[src/rtl/kcg_pkg.sv]
// Shared types, widths and codes of the k-combination generator.
package kcg_pkg;

  localparam int unsigned MAX_ITEMS  = 16;
  localparam int unsigned MAX_CHOOSE = 8;
  localparam int unsigned VALUE_BITS = 16;

  localparam int unsigned KIND_W     = 2;
  localparam int unsigned IDX_W      = 4;
  localparam int unsigned POS_W      = $clog2(MAX_ITEMS);
  localparam int unsigned CNT_W      = $clog2(MAX_CHOOSE);
  localparam int unsigned NCNT_W     = 5;
  localparam int unsigned KCNT_W     = 4;
  localparam int unsigned LIM_W      = NCNT_W + 1;
  localparam int unsigned SLOT_W     = 3;
  localparam int unsigned CFG_IDX_W  = 2;
  localparam int unsigned CFG_DATA_W = 5;

  localparam logic [NCNT_W-1:0] ITEM_COUNT_RESET   = NCNT_W'(16);
  localparam logic [KCNT_W-1:0] CHOOSE_COUNT_RESET = KCNT_W'(2);

  typedef enum logic [KIND_W-1:0] {
    KIND_LOAD    = 2'd0,
    KIND_RESTART = 2'd1,
    KIND_NEXT    = 2'd2
  } kind_e;

  typedef enum logic [CFG_IDX_W-1:0] {
    CFG_ITEM_COUNT   = 2'd0,
    CFG_CHOOSE_COUNT = 2'd1
  } cfg_idx_e;

  typedef enum logic [3:0] {
    ST_IDLE,
    ST_INIT,
    ST_SCAN_RD,
    ST_SCAN_CMP,
    ST_FILL,
    ST_EMIT_RD,
    ST_EMIT_ST,
    ST_EMIT_LD,
    ST_EXH
  } state_e;

  // Effective enumeration settings plus a rewind strobe from the register file.
  typedef struct packed {
    logic [NCNT_W-1:0] n;
    logic [KCNT_W-1:0] k;
    logic              rewind;
  } cfg_t;

endpackage

[src/rtl/kcg_ram.sv]
// Simple dual-port synchronous RAM with one write and one registered read port.
module kcg_ram #(
  parameter int unsigned DEPTH = kcg_pkg::MAX_ITEMS,
  parameter int unsigned WIDTH = kcg_pkg::VALUE_BITS
) (
  input  logic                     clk_i,
  input  logic                     we_i,
  input  logic [$clog2(DEPTH)-1:0] waddr_i,
  input  logic [WIDTH-1:0]         wdata_i,
  input  logic [$clog2(DEPTH)-1:0] raddr_i,
  output logic [WIDTH-1:0]         rdata_o
);

  logic [WIDTH-1:0] mem [DEPTH];
  logic [WIDTH-1:0] rdata_q;

  always_ff @(posedge clk_i) begin
    if (we_i) begin
      mem[waddr_i] <= wdata_i;
    end
    rdata_q <= mem[raddr_i];
  end

  assign rdata_o = rdata_q;

endmodule

[src/rtl/kcg_seq.sv]
// Sequencer: walks the position memory, advances the combination and emits results.
module kcg_seq (
  input  logic                              clk_i,
  input  logic                              rst_ni,
  input  kcg_pkg::cfg_t                     cfg_i,
  input  logic                              cfg_valid_i,
  output logic                              idle_o,
  input  logic                              in_valid_i,
  output logic                              in_stall_o,
  input  logic [kcg_pkg::KIND_W-1:0]        kind_i,
  input  logic [kcg_pkg::IDX_W-1:0]         index_i,
  input  logic [kcg_pkg::VALUE_BITS-1:0]    value_i,
  output logic                              st_we_o,
  output logic [kcg_pkg::POS_W-1:0]         st_waddr_o,
  output logic [kcg_pkg::VALUE_BITS-1:0]    st_wdata_o,
  output logic [kcg_pkg::POS_W-1:0]         st_raddr_o,
  input  logic [kcg_pkg::VALUE_BITS-1:0]    st_rdata_i,
  output logic                              pos_we_o,
  output logic [kcg_pkg::CNT_W-1:0]         pos_waddr_o,
  output logic [kcg_pkg::POS_W-1:0]         pos_wdata_o,
  output logic [kcg_pkg::CNT_W-1:0]         pos_raddr_o,
  input  logic [kcg_pkg::POS_W-1:0]         pos_rdata_i,
  output logic                              out_valid_o,
  input  logic                              out_stall_i,
  output logic [kcg_pkg::VALUE_BITS-1:0]    element_value_o,
  output logic [kcg_pkg::SLOT_W-1:0]        slot_o,
  output logic                              last_o,
  output logic                              exhausted_o
);

  kcg_pkg::state_e                 state_q, state_d;
  logic [kcg_pkg::CNT_W-1:0]       cnt_q, cnt_d;
  logic [kcg_pkg::POS_W-1:0]       val_q, val_d;
  logic                            started_q, started_d;
  logic                            finished_q, finished_d;
  logic                            out_valid_q;
  logic [kcg_pkg::VALUE_BITS-1:0]  out_value_q;
  logic [kcg_pkg::SLOT_W-1:0]      out_slot_q;
  logic                            out_last_q;
  logic                            out_exh_q;

  logic                            in_acc;
  logic                            is_next;
  logic                            exh_cond;
  logic [kcg_pkg::KCNT_W-1:0]      k_m1;
  logic [kcg_pkg::CNT_W-1:0]       k_last;
  logic                            cnt_is_last;
  logic [kcg_pkg::LIM_W-1:0]       limit;
  logic                            can_adv;
  logic                            out_free;
  logic                            out_load;
  logic                            out_load_exh;

  assign in_stall_o  = (state_q != kcg_pkg::ST_IDLE) || cfg_valid_i;
  assign idle_o      = (state_q == kcg_pkg::ST_IDLE);
  assign in_acc      = in_valid_i && !in_stall_o;
  assign is_next     = (kind_i == kcg_pkg::KIND_NEXT);
  assign exh_cond    = finished_q || (cfg_i.k == '0) || (cfg_i.n == '0) ||
                       ({1'b0, cfg_i.k} > cfg_i.n);
  assign k_m1        = cfg_i.k - kcg_pkg::KCNT_W'(1);
  assign k_last      = k_m1[kcg_pkg::CNT_W-1:0];
  assign cnt_is_last = (cnt_q == k_last);
  // Highest value slot p may take: n - k + p.
  assign limit       = kcg_pkg::LIM_W'(cfg_i.n) - kcg_pkg::LIM_W'(cfg_i.k) +
                       kcg_pkg::LIM_W'(cnt_q);
  assign can_adv     = (kcg_pkg::LIM_W'(pos_rdata_i) < limit);
  assign out_free    = !out_valid_q || !out_stall_i;

  // Next state.
  always_comb begin
    state_d = state_q;
    unique case (state_q)
      kcg_pkg::ST_IDLE: begin
        if (in_acc && is_next) begin
          if (exh_cond) begin
            state_d = kcg_pkg::ST_EXH;
          end else if (!started_q) begin
            state_d = kcg_pkg::ST_INIT;
          end else begin
            state_d = kcg_pkg::ST_SCAN_RD;
          end
        end
      end
      kcg_pkg::ST_INIT: begin
        if (cnt_is_last) state_d = kcg_pkg::ST_EMIT_RD;
      end
      kcg_pkg::ST_SCAN_RD:  state_d = kcg_pkg::ST_SCAN_CMP;
      kcg_pkg::ST_SCAN_CMP: begin
        if (can_adv) begin
          state_d = kcg_pkg::ST_FILL;
        end else if (cnt_q == '0) begin
          state_d = kcg_pkg::ST_EXH;
        end else begin
          state_d = kcg_pkg::ST_SCAN_RD;
        end
      end
      kcg_pkg::ST_FILL: begin
        if (cnt_is_last) state_d = kcg_pkg::ST_EMIT_RD;
      end
      kcg_pkg::ST_EMIT_RD: state_d = kcg_pkg::ST_EMIT_ST;
      kcg_pkg::ST_EMIT_ST: state_d = kcg_pkg::ST_EMIT_LD;
      kcg_pkg::ST_EMIT_LD: begin
        if (out_free) begin
          state_d = cnt_is_last ? kcg_pkg::ST_IDLE : kcg_pkg::ST_EMIT_RD;
        end
      end
      kcg_pkg::ST_EXH: begin
        if (out_free) state_d = kcg_pkg::ST_IDLE;
      end
      default: state_d = kcg_pkg::ST_IDLE;
    endcase
  end

  // Datapath controls and memory ports.
  always_comb begin
    cnt_d        = cnt_q;
    val_d        = val_q;
    started_d    = started_q;
    finished_d   = finished_q;
    st_we_o      = 1'b0;
    st_waddr_o   = index_i;
    st_wdata_o   = value_i;
    st_raddr_o   = pos_rdata_i;
    pos_we_o     = 1'b0;
    pos_waddr_o  = cnt_q;
    pos_wdata_o  = val_q;
    pos_raddr_o  = cnt_q;
    out_load     = 1'b0;
    out_load_exh = 1'b0;

    if (cfg_i.rewind) begin
      started_d  = 1'b0;
      finished_d = 1'b0;
    end

    unique case (state_q)
      kcg_pkg::ST_IDLE: begin
        if (in_acc) begin
          unique case (kcg_pkg::kind_e'(kind_i))
            kcg_pkg::KIND_LOAD: st_we_o = 1'b1;
            kcg_pkg::KIND_RESTART: begin
              started_d  = 1'b0;
              finished_d = 1'b0;
            end
            kcg_pkg::KIND_NEXT: begin
              if (!exh_cond) begin
                if (!started_q) begin
                  started_d = 1'b1;
                  cnt_d     = '0;
                end else begin
                  cnt_d = k_last;
                end
              end
            end
            default: ;
          endcase
        end
      end
      kcg_pkg::ST_INIT: begin
        pos_we_o    = 1'b1;
        pos_wdata_o = kcg_pkg::POS_W'(cnt_q);
        cnt_d       = cnt_is_last ? '0 : cnt_q + 1'b1;
      end
      kcg_pkg::ST_SCAN_RD: ;
      kcg_pkg::ST_SCAN_CMP: begin
        if (can_adv) begin
          val_d = pos_rdata_i + 1'b1;
        end else if (cnt_q != '0) begin
          cnt_d = cnt_q - 1'b1;
        end
      end
      kcg_pkg::ST_FILL: begin
        pos_we_o = 1'b1;
        val_d    = val_q + 1'b1;
        cnt_d    = cnt_is_last ? '0 : cnt_q + 1'b1;
      end
      kcg_pkg::ST_EMIT_RD: ;
      kcg_pkg::ST_EMIT_ST: ;
      kcg_pkg::ST_EMIT_LD: begin
        if (out_free) begin
          out_load = 1'b1;
          cnt_d    = cnt_is_last ? '0 : cnt_q + 1'b1;
        end
      end
      kcg_pkg::ST_EXH: begin
        if (out_free) begin
          out_load     = 1'b1;
          out_load_exh = 1'b1;
          finished_d   = 1'b1;
        end
      end
      default: ;
    endcase
  end

  always_ff @(posedge clk_i or negedge rst_ni) begin
    if (!rst_ni) begin
      state_q     <= kcg_pkg::ST_IDLE;
      cnt_q       <= '0;
      started_q   <= 1'b0;
      finished_q  <= 1'b0;
      out_valid_q <= 1'b0;
    end else begin
      state_q    <= state_d;
      cnt_q      <= cnt_d;
      started_q  <= started_d;
      finished_q <= finished_d;
      if (out_load) begin
        out_valid_q <= 1'b1;
      end else if (!out_stall_i) begin
        out_valid_q <= 1'b0;
      end
    end
  end

  always_ff @(posedge clk_i) begin
    val_q <= val_d;
    if (out_load) begin
      out_value_q <= out_load_exh ? '0 : st_rdata_i;
      out_slot_q  <= out_load_exh ? '0 : kcg_pkg::SLOT_W'(cnt_q);
      out_last_q  <= out_load_exh ? 1'b1 : cnt_is_last;
      out_exh_q   <= out_load_exh;
    end
  end

  assign out_valid_o     = out_valid_q;
  assign element_value_o = out_value_q;
  assign slot_o          = out_slot_q;
  assign last_o          = out_last_q;
  assign exhausted_o     = out_exh_q;

endmodule

[src/rtl/k_combination_generator.sv]
// Top level of the lexicographic k-combination generator.
// Load and restart transactions complete in their accepting cycle. A next transaction seeds
// the first combination, or scans back from the last slot and rewrites the slots from the
// advanced one on; it then emits each slot (held under output stalls) or an exhausted marker.
// One transaction is in flight at a time; the result register lets a new one start meanwhile.
// Reset (async, active low) clears control state and sets item_count 16, choose_count 2.
module k_combination_generator (
  input  logic                              clk_i,
  input  logic                              rst_ni,
  input  logic                              cfg_valid_i,
  output logic                              cfg_ready_o,
  input  logic [kcg_pkg::CFG_IDX_W-1:0]     cfg_index_i,
  input  logic [kcg_pkg::CFG_DATA_W-1:0]    cfg_data_i,
  input  logic                              in_valid_i,
  output logic                              in_stall_o,
  input  logic [kcg_pkg::KIND_W-1:0]        kind_i,
  input  logic [kcg_pkg::IDX_W-1:0]         index_i,
  input  logic [kcg_pkg::VALUE_BITS-1:0]    value_i,
  output logic                              out_valid_o,
  input  logic                              out_stall_i,
  output logic [kcg_pkg::VALUE_BITS-1:0]    element_value_o,
  output logic [kcg_pkg::SLOT_W-1:0]        slot_o,
  output logic                              last_o,
  output logic                              exhausted_o
);

  // Configuration registers. A write to either register also rewinds the
  // enumeration, just like a restart transaction.
  logic [kcg_pkg::NCNT_W-1:0] item_count_q;
  logic [kcg_pkg::KCNT_W-1:0] choose_count_q;
  logic                       cfg_we;
  logic                       cfg_hit;
  logic                       idle;
  kcg_pkg::cfg_t              cfg;

  assign cfg_ready_o = idle;
  assign cfg_we      = cfg_valid_i && cfg_ready_o;
  assign cfg_hit     = (cfg_index_i == kcg_pkg::CFG_ITEM_COUNT) ||
                       (cfg_index_i == kcg_pkg::CFG_CHOOSE_COUNT);

  always_ff @(posedge clk_i or negedge rst_ni) begin
    if (!rst_ni) begin
      item_count_q   <= kcg_pkg::ITEM_COUNT_RESET;
      choose_count_q <= kcg_pkg::CHOOSE_COUNT_RESET;
    end else if (cfg_we) begin
      if (cfg_index_i == kcg_pkg::CFG_ITEM_COUNT) begin
        item_count_q <= cfg_data_i;
      end else if (cfg_index_i == kcg_pkg::CFG_CHOOSE_COUNT) begin
        choose_count_q <= cfg_data_i[kcg_pkg::KCNT_W-1:0];
      end
    end
  end

  // Values above the store size or the slot count saturate.
  always_comb begin
    cfg.n      = (item_count_q > kcg_pkg::NCNT_W'(kcg_pkg::MAX_ITEMS)) ?
                 kcg_pkg::NCNT_W'(kcg_pkg::MAX_ITEMS) : item_count_q;
    cfg.k      = (choose_count_q > kcg_pkg::KCNT_W'(kcg_pkg::MAX_CHOOSE)) ?
                 kcg_pkg::KCNT_W'(kcg_pkg::MAX_CHOOSE) : choose_count_q;
    cfg.rewind = cfg_we && cfg_hit;
  end

  // Element store and chosen-position memory. The sequencer only writes the
  // store while idle and always finishes a position write before it reads that
  // entry back, so no forwarding path is needed. The position memory is seeded
  // by the first next transaction after a rewind, so it needs no reset.
  logic                              st_we;
  logic [kcg_pkg::POS_W-1:0]         st_waddr;
  logic [kcg_pkg::VALUE_BITS-1:0]    st_wdata;
  logic [kcg_pkg::POS_W-1:0]         st_raddr;
  logic [kcg_pkg::VALUE_BITS-1:0]    st_rdata;
  logic                              pos_we;
  logic [kcg_pkg::CNT_W-1:0]         pos_waddr;
  logic [kcg_pkg::POS_W-1:0]         pos_wdata;
  logic [kcg_pkg::CNT_W-1:0]         pos_raddr;
  logic [kcg_pkg::POS_W-1:0]         pos_rdata;

  kcg_ram #(
    .DEPTH(kcg_pkg::MAX_ITEMS),
    .WIDTH(kcg_pkg::VALUE_BITS)
  ) u_store (
    .clk_i  (clk_i),
    .we_i   (st_we),
    .waddr_i(st_waddr),
    .wdata_i(st_wdata),
    .raddr_i(st_raddr),
    .rdata_o(st_rdata)
  );

  kcg_ram #(
    .DEPTH(kcg_pkg::MAX_CHOOSE),
    .WIDTH(kcg_pkg::POS_W)
  ) u_pos (
    .clk_i  (clk_i),
    .we_i   (pos_we),
    .waddr_i(pos_waddr),
    .wdata_i(pos_wdata),
    .raddr_i(pos_raddr),
    .rdata_o(pos_rdata)
  );

  kcg_seq u_seq (
    .clk_i          (clk_i),
    .rst_ni         (rst_ni),
    .cfg_i          (cfg),
    .cfg_valid_i    (cfg_valid_i),
    .idle_o         (idle),
    .in_valid_i     (in_valid_i),
    .in_stall_o     (in_stall_o),
    .kind_i         (kind_i),
    .index_i        (index_i),
    .value_i        (value_i),
    .st_we_o        (st_we),
    .st_waddr_o     (st_waddr),
    .st_wdata_o     (st_wdata),
    .st_raddr_o     (st_raddr),
    .st_rdata_i     (st_rdata),
    .pos_we_o       (pos_we),
    .pos_waddr_o    (pos_waddr),
    .pos_wdata_o    (pos_wdata),
    .pos_raddr_o    (pos_raddr),
    .pos_rdata_i    (pos_rdata),
    .out_valid_o    (out_valid_o),
    .out_stall_i    (out_stall_i),
    .element_value_o(element_value_o),
    .slot_o         (slot_o),
    .last_o         (last_o),
    .exhausted_o    (exhausted_o)
  );

  // An exhausted result is a lone, final result at slot zero.
  a_exh_form: assert property (@(posedge clk_i) disable iff (!rst_ni)
    out_valid_o && exhausted_o |-> last_o && (slot_o == '0) && (element_value_o == '0))
    else $error("exhausted result not a single final slot-zero result");

  // Once a non-final slot is taken, the run continues and cannot turn into exhausted.
  a_run_cont: assert property (@(posedge clk_i) disable iff (!rst_ni)
    out_valid_o && !out_stall_i && !exhausted_o && !last_o |=> !(out_valid_o && exhausted_o))
    else $error("exhausted result inside a combination run");

  // A next transaction always keeps the sequencer busy for the following cycle.
  a_next_busy: assert property (@(posedge clk_i) disable iff (!rst_ni)
    in_valid_i && !in_stall_o && (kind_i == kcg_pkg::KIND_NEXT) |=> in_stall_o)
    else $error("sequencer idle right after a next transaction");

endmodule

[config.mk]
export PLATFORM = sky130hd
export DESIGN_NAME = k_combination_generator
export DESIGN_NICKNAME = d
export VERILOG_FILES = /design/src/rtl/kcg_pkg.sv /design/src/rtl/kcg_ram.sv /design/src/rtl/kcg_seq.sv /design/src/rtl/k_combination_generator.sv
export SDC_FILE = /design/constraint.sdc
export NUM_CORES = 1
export LEC_CHECK = 0
export BUFFER_PORTS_ARGS = -buffer_cell sky130_fd_sc_hd__buf_2
export CAP_MARGIN = 20
export CORE_UTILIZATION = 55
export CTS_CLUSTER_DIAMETER = 120
export DETAILED_ROUTE_END_ITERATION = 7
export HOLD_SLACK_MARGIN = 0.06
export PLACE_DENSITY_LB_ADDON = 0.1
export REMOVE_ABC_BUFFERS = 1
export SLEW_MARGIN = 0
export SYNTH_ARGS = -nofsm -noshare
export SYNTH_HDL_FRONTEND = slang
export SYNTH_SLANG_ARGS = --single-unit
[constraint.sdc]
create_clock -name clk_i -period 5 [get_ports clk_i]
set_input_delay 0 -clock clk_i [delete_from_list [all_inputs] [get_ports clk_i]]
set_output_delay 0 -clock clk_i [all_outputs]
set_load 0.02 [all_outputs]
# Word level (Yosys, flattened, before mapping)
# Memories as Yosys holds them, arrays and structs flattened. A register that Yosys moved wholly into a read port is not among the register bits.
# Cells that the tools add are included.
# totals
regBits,44
latchBits,0
mem_bits_rw,288
romBits,0
in_bits,34
output_inout_bits,24
elab_cells,127
mem_count,2
# memory_table
memory,words,width,rd,rd_clocked_by_memory_dff,write_ports,line,source
u_store.mem,16,16,1,1,1,kcg_ram.sv:14,logic [WIDTH-1:0] mem [DEPTH];
u_pos.mem,8,4,1,1,1,kcg_ram.sv:14,
# op_classes
n_addsub,7
n_mul,0
div_mod_pow,0
n_lt_le_gt_ge,4
n_eq_ne,23
shifts,0
n_mux,48
bitwise_logic,1
reduce_logical,30
# ops
operator,count
2-to-1 mux 4 bit,10
one-hot mux 4 bit (8 select lines),1
2-to-1 mux 3 bit,9
2-to-1 mux 1 bit,22
!= test 2 x 1 -> 1 bit (second input constant),9
equality test 4 x 3 -> 1 bit (second input constant),4
one-hot mux 3 bit (4 select lines),1
adder 4 x 1 -> 4 bit (second input constant),2
equality test 4 x 2 -> 1 bit (second input constant),2
zero test 4 bit,2
one-hot mux 4 bit (2 select lines),1
nonzero test 4 bit,2
AND reduction 7 bit,1
adder 6 x 3 -> 6 bit,1
logical OR 1 bit,6
< comparator 4 x 6 -> 1 bit,1
subtractor 3 x 1 -> 3 bit (second input constant),2
subtractor 5 x 4 -> 6 bit,1
> comparator 4 x 5 -> 1 bit,1
> comparator 5 bit (second input constant),1
zero test 5 bit,1
2-to-1 mux 5 bit,1
equality test 2 x 1 -> 1 bit (second input constant),2
equality test 4 x 1 -> 1 bit (second input constant),1
other kinds (19),29

# Longest topological paths before layout
# Gate-level depths: netlist (run 1).
# logic_depth
ltp_word,10
ltp_mapped,15
ltp_nobuf,15

# By module
# From an unflattened synthesis (run 1), not the netlist that was laid out.
# unflattened
cells_unflattened,789
area_unflattened_um2,14512.7
# modules_own_cells
module,instances,cells_each,area_per_inst_um2,seq_area_each_um2
kcg_ram (u_store),1,432,10042.1,8007.7
kcg_seq,1,263,2687.6,1001.0
kcg_ram (u_pos),1,63,1370.1,1041.0
k_combination_generator,1,31,412.9,227.7

# Worst setup path before layout (run 1)
# No wires, ideal clock.
# synth_timing
path_type,reg2reg
startpoint,"register u_seq.cnt_q, in the netlist u_seq.pos_raddr_o[1]"
endpoint,"register u_seq.cnt_q, in the netlist u_seq.pos_raddr_o[0]"
setup_ns,0.125
t_arrival_ns,3.701
t_required_ns,4.875
setup_slack_ns,1.174
stages_incl_launch_ff,15
n_path_buf,1
synth_period_minus_slack_ns,3.826
cell_sequence,dfrtp_1 > clkbuf_1 > clkinv_1 > fa_1 > inv_1 > ha_1 > a21o_1 > a21oi_1 > xor2_1 > ha_1 > o21ai_0 > o21bai_1 > a31oi_1 > or3_4 > mux2_4
# synth_via
elab_chain_cells,4
word_cells_on_any_way,10
cone_classes,add/sub: 1; order compare: 1; eq/ne: 3; mux: 3; reduce/logical: 2
# synth_lines
item,line,source
"start, declared",kcg_seq.sv:32,"logic [kcg_pkg::CNT_W-1:0] cnt_q, cnt_d;"
"start signal, assigned",kcg_seq.sv:205,cnt_q <= cnt_d;
adder 6 x 3 -> 6 bit / equality test 3 bit (equally long branches),"kcg_seq.sv:64, kcg_seq.sv:62",
< comparator 4 x 6 -> 1 bit / 2-to-1 mux 3 bit (equally long branches),n/a,
!= test 2 bit (no source line) / 2-to-1 mux 3 bit (equally long branches),n/a,
AND reduction 7 bit (no source line) / one-hot mux 3 bit (4 select lines) (equally long branches),n/a,
# Several ways; a longest one is shown, not always the timed one. The select of a mux whose other input is x is not followed.
# A chain may end at the register's enable or synchronous reset.

# Worst setup path after layout (run 1)
# layout_timing
startpoint,"register u_seq.cnt_q, in the netlist u_seq.pos_raddr_o[0]"
endpoint,"register u_seq.cnt_q, in the netlist u_seq.pos_raddr_o[0]"
# layout_via
elab_chain_cells,4
word_cells_on_any_way,14
cone_classes,add/sub: 3; order compare: 1; eq/ne: 3; mux: 5; reduce/logical: 2
# layout_lines
item,line,source
adder 6 x 3 -> 6 bit (tied with other cells),kcg_seq.sv:64,assign limit = kcg_pkg::LIM_W'(cfg_i.n) - kcg_pkg::LIM_W'(cfg_i.k) +
< comparator 4 x 6 -> 1 bit (tied with other cells),kcg_seq.sv:66,assign can_adv = (kcg_pkg::LIM_W'(pos_rdata_i) < limit);
!= test 2 bit (no source line) (tied with other cells),n/a,
AND reduction 7 bit (no source line) / one-hot mux 3 bit (4 select lines) (equally long branches),n/a,
# Several ways; a longest one is shown, not always the timed one. The select of a mux whose other input is x is not followed.

==> metrics.md, run 1 <==
| Metric | Value |
|---|---|
| Status | complete, no violations |
| Crit path depth | 13 |
| Vias in the first global route | 7733 |
| Tmin final | 4089 ps |
| Htree depth | 2 |
| Top delay family on crit path | adder cells |
| Vias | 7349 |
| 1st-pass router iterations | 5 |
| Starting Density | 0.5614 |
| CTS clk-pin slew, worst paths | roughly 60 ps |
| Number of synthesized flops with an enable pin | 313 |
| Initial antenna violation count | 0 |
| Hold path depth | 3 |
| PortBufs | 57 |
| PD cells | ~570 nW/um2 |
| Final ANT Viol Nets | 0 |
| Worst r2r path cells | 13 |
| Iteration-0 DRC count of the detailed router | 732 |
| Post-synthesis async set-or-reset flop share | 0.05398 |
| Clock sink count | 352 |
| RSZ-0062 raised after global routing | false |
| HPWL Detailed | between 15000 and 20000 um |
| Post-CTS sizing | 0 |
| Buf/Inv on CP | 3 |
| Synth top area cells | edfxtp_1 66%, mux4_2 13%, dfrtp_1 3.0% |
| Worst Path Required | ~5400 ps |
| Critical Path Start Type | flop |
| Max Slew Vio Count | 0 |
| Root Driver | clkbuf_16 |
| Layout Nets | 935 |
| Most frequent cells in the layout | 313 x edfxtp_1, 82 x mux4_2, 57 x buf_2 |
| Largest net degree at the start of global routing | 52 |
| Synth area leader | edfxtp_1 |
| Chip Height | between 150 and 200 um |
| Die X | between 150 and 200 um |
| Die area | about 26000 um2 |
| Final Power | 9346 uW |
| Boundary Pins | between 50 and 60 |
| Synthesized instance count | 748 |
| GR Overflow Total | 0 |
| Vias per cell | 5.955 |
| P_leak | around 0.0056 uW |
| Yosys top cell area share | 0.6629 |
| Final worst-path setup slack | 910.6 ps |
| Final Hold Vio Count | 0 |
| Per-cell routed wire length | about 24 um |
| Pre-CTS setup slack | 952.0 ps |
| Clock skew | 15.73 ps |
| CP Max Fanout | 18 |
| CTS Buf Count | 37 |
| Max_cap viols | 0 |
| Period utilization | 0.8179 |
| Sequential element share of the synthesized area | 0.7248 |
| Fmax | between 200 and 250 MHz |
| Clk Latency, worst-skew pair | 520 ps |
| Hold_buf cts | 38 |
| Share of cells above drive strength 1 | 0.2732 |
| GPL Wtd Cong | 0.9221 |
| Post-DP Area | between 10000 and 15000 um2 |
| CP Cell Sequence | inv_1, ha_1, inv_1, ha_1, inv_1, fa_1, xor2_1, ha_1, o21ai_0, o21bai_1, a31oi_1, or3_4, mux2_4 |
| Postcts setup bufs | 0 |
| Commonest non-fill, non-tap cell in the layout | edfxtp_1 |
| Worst-Margin Slew | about 1100 ps |
| Synth-to-layout area growth | 16.48% |
| Hold Crit Class | primary input to flop |
| Ant diodes | 0 |
| Synth warnings | 0 |
| # fillers | 1702 |
| Synth Cell Area | 14180 um2 |
| Crit Path Class | flop to flop |
| Core Region | 25250 um2 |
| Register bit count reported by yosys | 352 |
| Yosys cell types | 61 |
| DRC viols | 0 |
| Final instance area | between 15000 and 20000 um2 |
| Rows | 58 |
| Crit path DAT | ~4500 ps |
| Drt total wl | 29920 um |
| Total GRT Usage | 0.2402 |
| Post-Route Setup TNS | 0 ps |
| Maximum root-to-sink buffer count | 3 |
| Final-report setup violation count | 0 |
| Avg Synthesized Cell Area | 18.96 um2 |
| Maximum VDD drop | 0.3438 mV |
| CTS tree | built |
| Main synth FF type | edfxtp_1 |
| Crit end category | flop |
| Max_slew headroom | 0.2654 |
| Slowest Stage Delay on Critical Path | 770 ps |
| First-pass GRT wire length | 46110 um |
| Slowest cell on crit path | dfrtp_1 |
## metal layers
metal | wire length, um | global-route usage
met1 | 12500 | 0.3278
met2 | 15010 | 0.4023
met3 | 1640 | 0.03412
met4 | 765 | 0.07859
met5 | 0 | 0
## per-stage QoR
step                cells  hold WS (ps)  utilization
floorplan             717        -295.6            -
CTS                  1233         98.97       0.6528
detailed placement   1127        -18.86       0.5932
global route         1234         137.4       0.6539
global placement     1127        -26.15       0.5932
finish               1234         126.4       0.6539
## synth_stat cells, types with 7 or more instances
cell type	number
a21oi_1	13
and2_1	17
clkbuf_1	20
dfrtp_1	17
dfxtp_1	20
edfxtp_1	313
ha_1	23
inv_1	23
mux2_2	13
mux2i_1	7
mux4_2	82
nand2_1	30
nor2_1	37
nor2b_1	7
nor3_1	10
o21ai_0	11
xnor2_1	9
## final timing paths
kind | from | slack (ps) | to
max in group asynchronous | rst_ni | 3170 | item_count_q[3]
min | index_i[3] | 130 | u_store.mem[8][9]
max reg2reg | u_seq.pos_raddr_o[0] | 910 | u_seq.pos_raddr_o[0]
max | u_seq.pos_raddr_o[0] | 910 | u_seq.pos_raddr_o[0]
min in group asynchronous | rst_ni | 560 | choose_count_q[1]
min reg2reg | u_store.rdata_o[5] | 500 | u_seq.element_value_o[5]
## cell families after synthesis
family	count (synthesis)	synth area share
muxes	103	0.1466
DFF	352	0.7248
adders and majority gates	26	0.02453
AOI/OAI and AO/OA	58	0.02674
and+or+nand+nor	141	0.05286
xor gates and xnor gates	12	0.008384
buffers and inverters	56	0.01606
## state kept, by name, summed over array words and instances (netlist names)
signal / flops
u_seq.started_q: 1
u_store.rdata_o: 16
u_seq.exhausted_o: 1
u_seq.last_o: 1
u_seq.val_q: 4
u_pos.mem: 32
item_count_q: 5
u_seq.out_valid_o: 1
u_pos.rdata_o: 4
u_seq.state_q: 4
u_seq.slot_o: 3
u_seq.finished_q: 1
u_store.mem: 256
u_seq.pos_raddr_o: 3
u_seq.element_value_o: 16
choose_count_q: 4
## final cells by class
type	instances	area [um2]	share of cell area
Clock inverter	15	117.6	0.007122
Sequential cell	352	10280	0.6226
Tap cell	330	412.9	0.02500
Clock buffer	53	1007	0.06099
Timing Repair Buffer	119	865.8	0.05243
Multi-Input combinational cell	340	3735	0.2262
Inverter	25	93.84	0.005682
## tightest hold or removal path: stages
cell and delay [ps]:
buf_2 150, nand2b_1 230, nor2_2 80
## power breakdown
part | total, uW | internal [uW] | switching, uW | leakage (uW)
Clock | 2530 | 1460 | 1060 | 0.000542
Combinational | 2970 | 1460 | 1520 | 0.00187
Sequential | 3850 | 3600 | 251 | 0.00323
Total | 9350 | 6510 | 2830 | 0.00564
No activity file was read; power rests on OpenSTA's default activity.
==> inputs of run 2 (changes only) <==
==> constraint.sdc (replaced) <==
create_clock -name clk_i -period 3.45 [get_ports clk_i]
set_input_delay 0 -clock clk_i [delete_from_list [all_inputs] [get_ports clk_i]]
set_output_delay 0 -clock clk_i [all_outputs]
set_load 0.02 [all_outputs]
==> metrics.md, run 2 (synthesis results as in run 1) <==
| Metric | Value |
|---|---|
| Status | complete, no violations |
| Critical Path Start Type | flop |
| Die area | about 26000 um2 |
| Maximum VDD drop | 0.5458 mV |
| Core Region | 25250 um2 |
| 1st-pass router iterations | 5 |
| Vias in the first global route | between 7000 and 8000 |
| Vias | 7542 |
| Max_cap viols | 0 |
| Initial antenna violation count | 0 |
| Combinational Power Share | 0.340 |
| Die X | 162.6 um |
| Utilization after layout | 0.6620 |
| Clk Latency, worst-skew pair | 520 ps |
| Reg-to-reg slack, setup | 70 ps |
| GR Overflow Total | 0 |
| PD cells | 832.0 nW/um2 |
| Final-report setup violation count | 0 |
| Post-Route Setup TNS | 0 ps |
| Per-cell routed wire length | 24.04 um |
| # fillers | 1708 |
| Final ANT Viol Nets | 0 |
| Worst-Margin Slew | roughly 950 ps |
| Boundary Pins | 58 |
| Final Power | 13910 uW |
| PortBufs | 57 |
| Layout Nets | 955 |
| Total GRT Usage | 0.2357 |
| Htree depth | 2 |
| Max Slew Vio Count | 0 |
| Most frequent cells in the layout | 313 x edfxtp_1, 82 x mux4_2, 57 x buf_2 |
| Largest net degree at the start of global routing | 66 |
| Biggest registers after layout | u_store.mem: 256 flops, u_pos.mem: 32 flops |
| Clock Power Share | 0.261 |
| Switching part of the total power | 0.3022 |
| Clock sink count | 352 |
| Vias per cell | 6.034 |
| Synth-to-layout area growth | 17.91% |
| Period utilization | 0.9785 |
| Pint | 9706 uW |
| Crit Path Class | flop to flop |
| Max_slew headroom | 0.3649 |
| Largest register FFs | 256 |
| Share of cells above drive strength 1 | 0.3120 |
| Hold Crit Class | primary input to flop |
| Hold slack final | 170.7 ps |
| Net Sw Power | 4204 uW |
| Ant diodes | 0 |
| Final Hold Vio Count | 0 |
| Tmin final | around 3400 ps |
| DRC viols | 0 |
| Chip Height | 162.6 um |
| Drt total wl | around 30000 um |
| Starting Density | 0.5614 |
| Commonest non-fill, non-tap cell in the layout | edfxtp_1 |
| CP Max Fanout | 3 |
| Crit path DAT | 3770 ps |
| CTS clk-pin slew, worst paths | 60 ps |
| Rows | 58 |
| GPL Wtd Cong | 0.8918 |
| Worst Path Required | 3840 ps |
| Clock skew | 14.71 ps |
| Seq pwr share | 0.399 |
| P_leak | about 0.0058 uW |
| CTS tree | built |
| CTS Buf Count | 36 |
| First-pass GRT wire length | 45060 um |
| Fmax | between 200 and 300 MHz |
| Iteration-0 DRC count of the detailed router | 718 |
| Maximum root-to-sink buffer count | 3 |
| HPWL Detailed | 16790 um |
| Crit end category | flop |
| Most flops, register | u_store.mem |
| Root Driver | clkbuf_16 |
-- run 2: changes by cell type in the layout (fill, tap and decap cells not counted), sizes merged --
cell and change:
buf +20, dlygate4sd3 +1, clkbuf -5
-- run 2: repair_timing --
item	4_1_cts	5_1_grt
hold buffers	39	0
endpoints found under the hold margin	291	0
setup buffers	1	5
resized for setup	3	19
pin swaps	4	11
setup endpoints to repair	7	8
-- run 2: final timing paths --
path                                                 end  cells after the start                from
worst max register to register      u_seq.pos_raddr_o[0]                     14   choose_count_q[1]
worst min-delay path                  u_store.mem[0][15]                      3          index_i[2]
max in group asynchronous              choose_count_q[0]                      4              rst_ni
worst max-delay path                u_seq.pos_raddr_o[0]                     14   choose_count_q[1]
min in group asynchronous                item_count_q[4]                      3              rst_ni
worst min register to register  u_seq.element_value_o[8]                      1  u_store.rdata_o[8]
-- run 2: per-layer routing --
metal | global-route usage | wire length (um)
met1 | 0.3282 | 12810
met2 | 0.3825 | 14550
met3 | 0.03361 | 1697
met4 | 0.08963 | 989
met5 | 0 | 0
-- run 2: cell type report --
class                   instances  area, um2  share of cell area
clock buffers                  48      998.5             0.05972
clock inverters                15      103.9            0.006212
inverters                      25      96.34            0.005763
multi-input cells             340       3802              0.2274
flip-flops and latches        352      10280              0.6150
well taps                     330      412.9             0.02470
repair buffers                140       1022             0.06114
-- run 2: power groups by stage --
stage          clock (uW)  combinational, uW  sequential (uW)
2_1_floorplan           0               2900             5870
3_3_place_gp            0               4270             5610
5_1_grt              3850               5110             5600
4_1_cts              3690               4550             5540
6_report             3630               4730             5550
3_5_place_dp            0               4370             5630
-- run 2: through the flow --
stage,instance area (um2),setup slack [ps],instances
after floorplan,14040,-732.4,717
after global placement,15110,27.82,1142
after detailed placement,15110,-84.81,1142
after CTS,16630,20.18,1245
after global routing,16720,-15.70,1250
final,16720,74.01,1250
-- run 2: critical path: stages, from the launching register on --
cell	delay [ps]
dfstp_2	550
nand2_4	70
inv_4	70
fa_1	450
inv_2	100
ha_4	200
a21o_1	190
a21oi_2	140
xor2_1	90
ha_1	280
o21ai_1	50
o21bai_1	210
a31oi_2	140
or3_4	420
mux2_4	300
==> inputs of run 3 (changes only) <==
--- a/config.mk
+++ b/config.mk
@@ -7,7 +7,7 @@
 export LEC_CHECK = 0
 export BUFFER_PORTS_ARGS = -buffer_cell sky130_fd_sc_hd__buf_2
 export CAP_MARGIN = 20
-export CORE_UTILIZATION = 55
+export CORE_UTILIZATION = 40
 export CTS_CLUSTER_DIAMETER = 120
 export DETAILED_ROUTE_END_ITERATION = 7
 export HOLD_SLACK_MARGIN = 0.06
==> metrics.md, run 3 (synthesis results as in run 1) <==
| Metric | Value |
|---|---|
| Status | complete, no violations |
| Most flops, register | u_store.mem |
| Share of cells above drive strength 1 | 0.3147 |
| # fillers | ~2900 |
| CP Cell Sequence | nand2_1, inv_2, fa_1, inv_2, ha_4, a21o_1, a21oi_4, xor2_1, ha_1, o21ai_0, o21bai_1, a31oi_1, or3_4, mux2_4 |
| Clock skew | approximately 13 ps |
| Total GRT Usage | 0.1855 |
| Iteration-0 DRC count of the detailed router | 454 |
| Largest net degree at the start of global routing | 58 |
| GPL Wtd Cong | 0.8549 |
| Die X | 190.3 um |
| Max_cap viols | 0 |
| Max_slew headroom | 0.4326 |
| Final-report setup violation count | 0 |
| Period utilization | 0.9514 |
| 1st-pass router iterations | 5 |
| Maximum root-to-sink buffer count | 3 |
| Post-Route Setup TNS | 0 ps |
| Pint | 9924 uW |
| Initial antenna violation count | 0 |
| Hold slack final | 96.70 ps |
| Seq pwr share | 0.391 |
| Chip Height | 190.3 um |
| Clock Power Share | 0.277 |
| Clock sink count | 352 |
| Htree depth | 2 |
| Reg2reg end | u_seq.pos_raddr_o[0] |
| Switching part of the total power | 0.3024 |
| Die area | 36200 um2 |
| Vias | 7315 |
| Final Hold Vio Count | 0 |
| CTS Buf Count | 39 |
| Hold Crit Class | primary input to flop |
| Clk Latency, worst-skew pair | ~530 ps |
| CTS tree | built |
| Synth-to-layout area growth | 19.89% |
| Commonest non-fill, non-tap cell in the layout | edfxtp_1 |
| Tmin final | roughly 3300 ps |
| Maximum VDD drop | 0.5599 mV |
| Final Power | around 14000 uW |
| Net Sw Power | 4301 uW |
| Pre-CTS setup slack | -3.176 ps |
| Critical Path Start Type | flop |
| PD cells | between 800 and 900 nW/um2 |
| GR Overflow Total | 0 |
| Reg-to-Reg Start | choose_count_q[1] |
| Hold path depth | 3 |
| Final worst-path setup slack | 167.8 ps |
| HPWL Detailed | about 19000 um |
| Worst hold endpoint | u_store.mem[2][8] |
| Most frequent cells in the layout | 313 x edfxtp_1, 82 x mux4_2, 57 x buf_2 |
| Worst-Margin Slew | 844.5 ps |
| Root Driver | clkbuf_16 |
| Largest register FFs | 256 |
| Core Region | 34710 um2 |
| Combinational Power Share | 0.332 |
| PortBufs | 57 |
| Worst r2r path cells | 14 |
| CP Max Fanout | 2 |
| P_leak | a little under 0.006 uW |
| Vias in the first global route | 7999 |
| Hold path startpoint | index_i[2] |
| Boundary Pins | 58 |
| Crit Path Class | flop to flop |
| Slowest cell on crit path | dfstp_2 |
| Starting Density | 0.4084 |
| Biggest registers after layout | u_store.mem: 256 flops, u_pos.mem: 32 flops |
| Final ANT Viol Nets | 0 |
| Utilization after layout | 0.4897 |
| Crit path DAT | 3690 ps |
| Worst Path Required | 3860 ps |
| Per-cell routed wire length | 23.16 um |
| CTS clk-pin slew, worst paths | approximately 60 ps |
| Most used cell, CP | inv_2 |
| Slowest Stage Delay on Critical Path | 530 ps |
| Fmax | 304.7 MHz |
| Crit end category | flop |
| Max Slew Vio Count | 0 |
| Rows | ~70 |
| Drt total wl | 32090 um |
| First-pass GRT wire length | around 49000 um |
| Reg-to-reg slack, setup | 170 ps |
| Vias per cell | 5.278 |
| Layout Nets | 961 |
| DRC viols | 0 |
| Ant diodes | 0 |
run 3: cell count changes in the layout (fill, tap and decap cells not counted), moves of 2 or more:
cell	previous run	this run
buf_4	42	47
clkbuf_8	1	3
dlygate4sd3_1	39	37
nand2_1	26	28
nand2_4	2	0
run 3: layout make-up:
| type | count | area (um2) | share of cell area |
|---|---|---|---|
| well taps | 455 | 569.3 | 0.03349 |
| inverters | 25 | 93.84 | 0.005520 |
| multi-input cells | 340 | 3780 | 0.2224 |
| flip-flops and latches | 352 | 10280 | 0.6049 |
| clock buffers | 51 | 1051 | 0.06183 |
| clock inverters | 20 | 173.9 | 0.01023 |
| repair buffers | 143 | 1049 | 0.06168 |
run 3: worst max-delay path, delay by kind of cell, from the launching register on:
| kind | cells | cell delay (ps) |
|---|---|---|
| AO/OA/AOI/OAI | 5 | 730 |
| XOR/XNOR | 1 | 80 |
| adder cells (fa/ha/maj) | 3 | 910 |
| buffers and inverters | 2 | 160 |
| flip-flops | 1 | 530 |
| multiplexers | 1 | 310 |
| AND/OR/NAND/NOR | 2 | 420 |
run 3: power by group through the flow:
stage               logic (uW)  clock network, uW  registers, uW
global placement          4400                  0           5640
global route              5190               4200           5620
detailed placement        4490                  0           5650
floorplan                 2900                  0           5870
finish                    4720               3950           5560
CTS                       4600               4050           5570
run 3: repair_timing:
item | 4_1_cts | 5_1_grt
pin swaps | 0 | 7
hold buffers | 37 | 0
resized for setup | 2 | 11
setup buffers | 0 | 2
endpoints found under the setup margin | 1 | 7
hold endpoints to repair | 291 | 0
run 3: per-layer routing:
metal	vias to the layer above	GRT usage	share of wire
met5	-	0	0
met4	0	0.06123	0.026
met3	59	0.03239	0.043
met2	164	0.3362	0.53
met1	3789	0.2230	0.40
li1	3303	-	-
run 3: worst max path at each step:
| stage | start | endpoint | slack [ps] |
|---|---|---|---|
| floorplan | u_pos.rdata_o[0] | u_seq.pos_raddr_o[0] | -730 |
| global placement | item_count_q[4] | u_seq.pos_raddr_o[0] | 30 |
| detailed placement | item_count_q[4] | u_seq.pos_raddr_o[0] | -3 |
| CTS | item_count_q[4] | u_seq.pos_raddr_o[0] | 6 |
| global route | item_count_q[4] | u_seq.pos_raddr_o[2] | -5 |
| finish | choose_count_q[1] | u_seq.pos_raddr_o[0] | 170 |
run 3: stage by stage:
stage | cell area (um2) | std cells
floorplan | 14040 | 717
global placement | 15340 | 1276
detailed placement | 15340 | 1276
CTS | 16950 | 1384
global route | 17000 | 1386
finish | 17000 | 1386
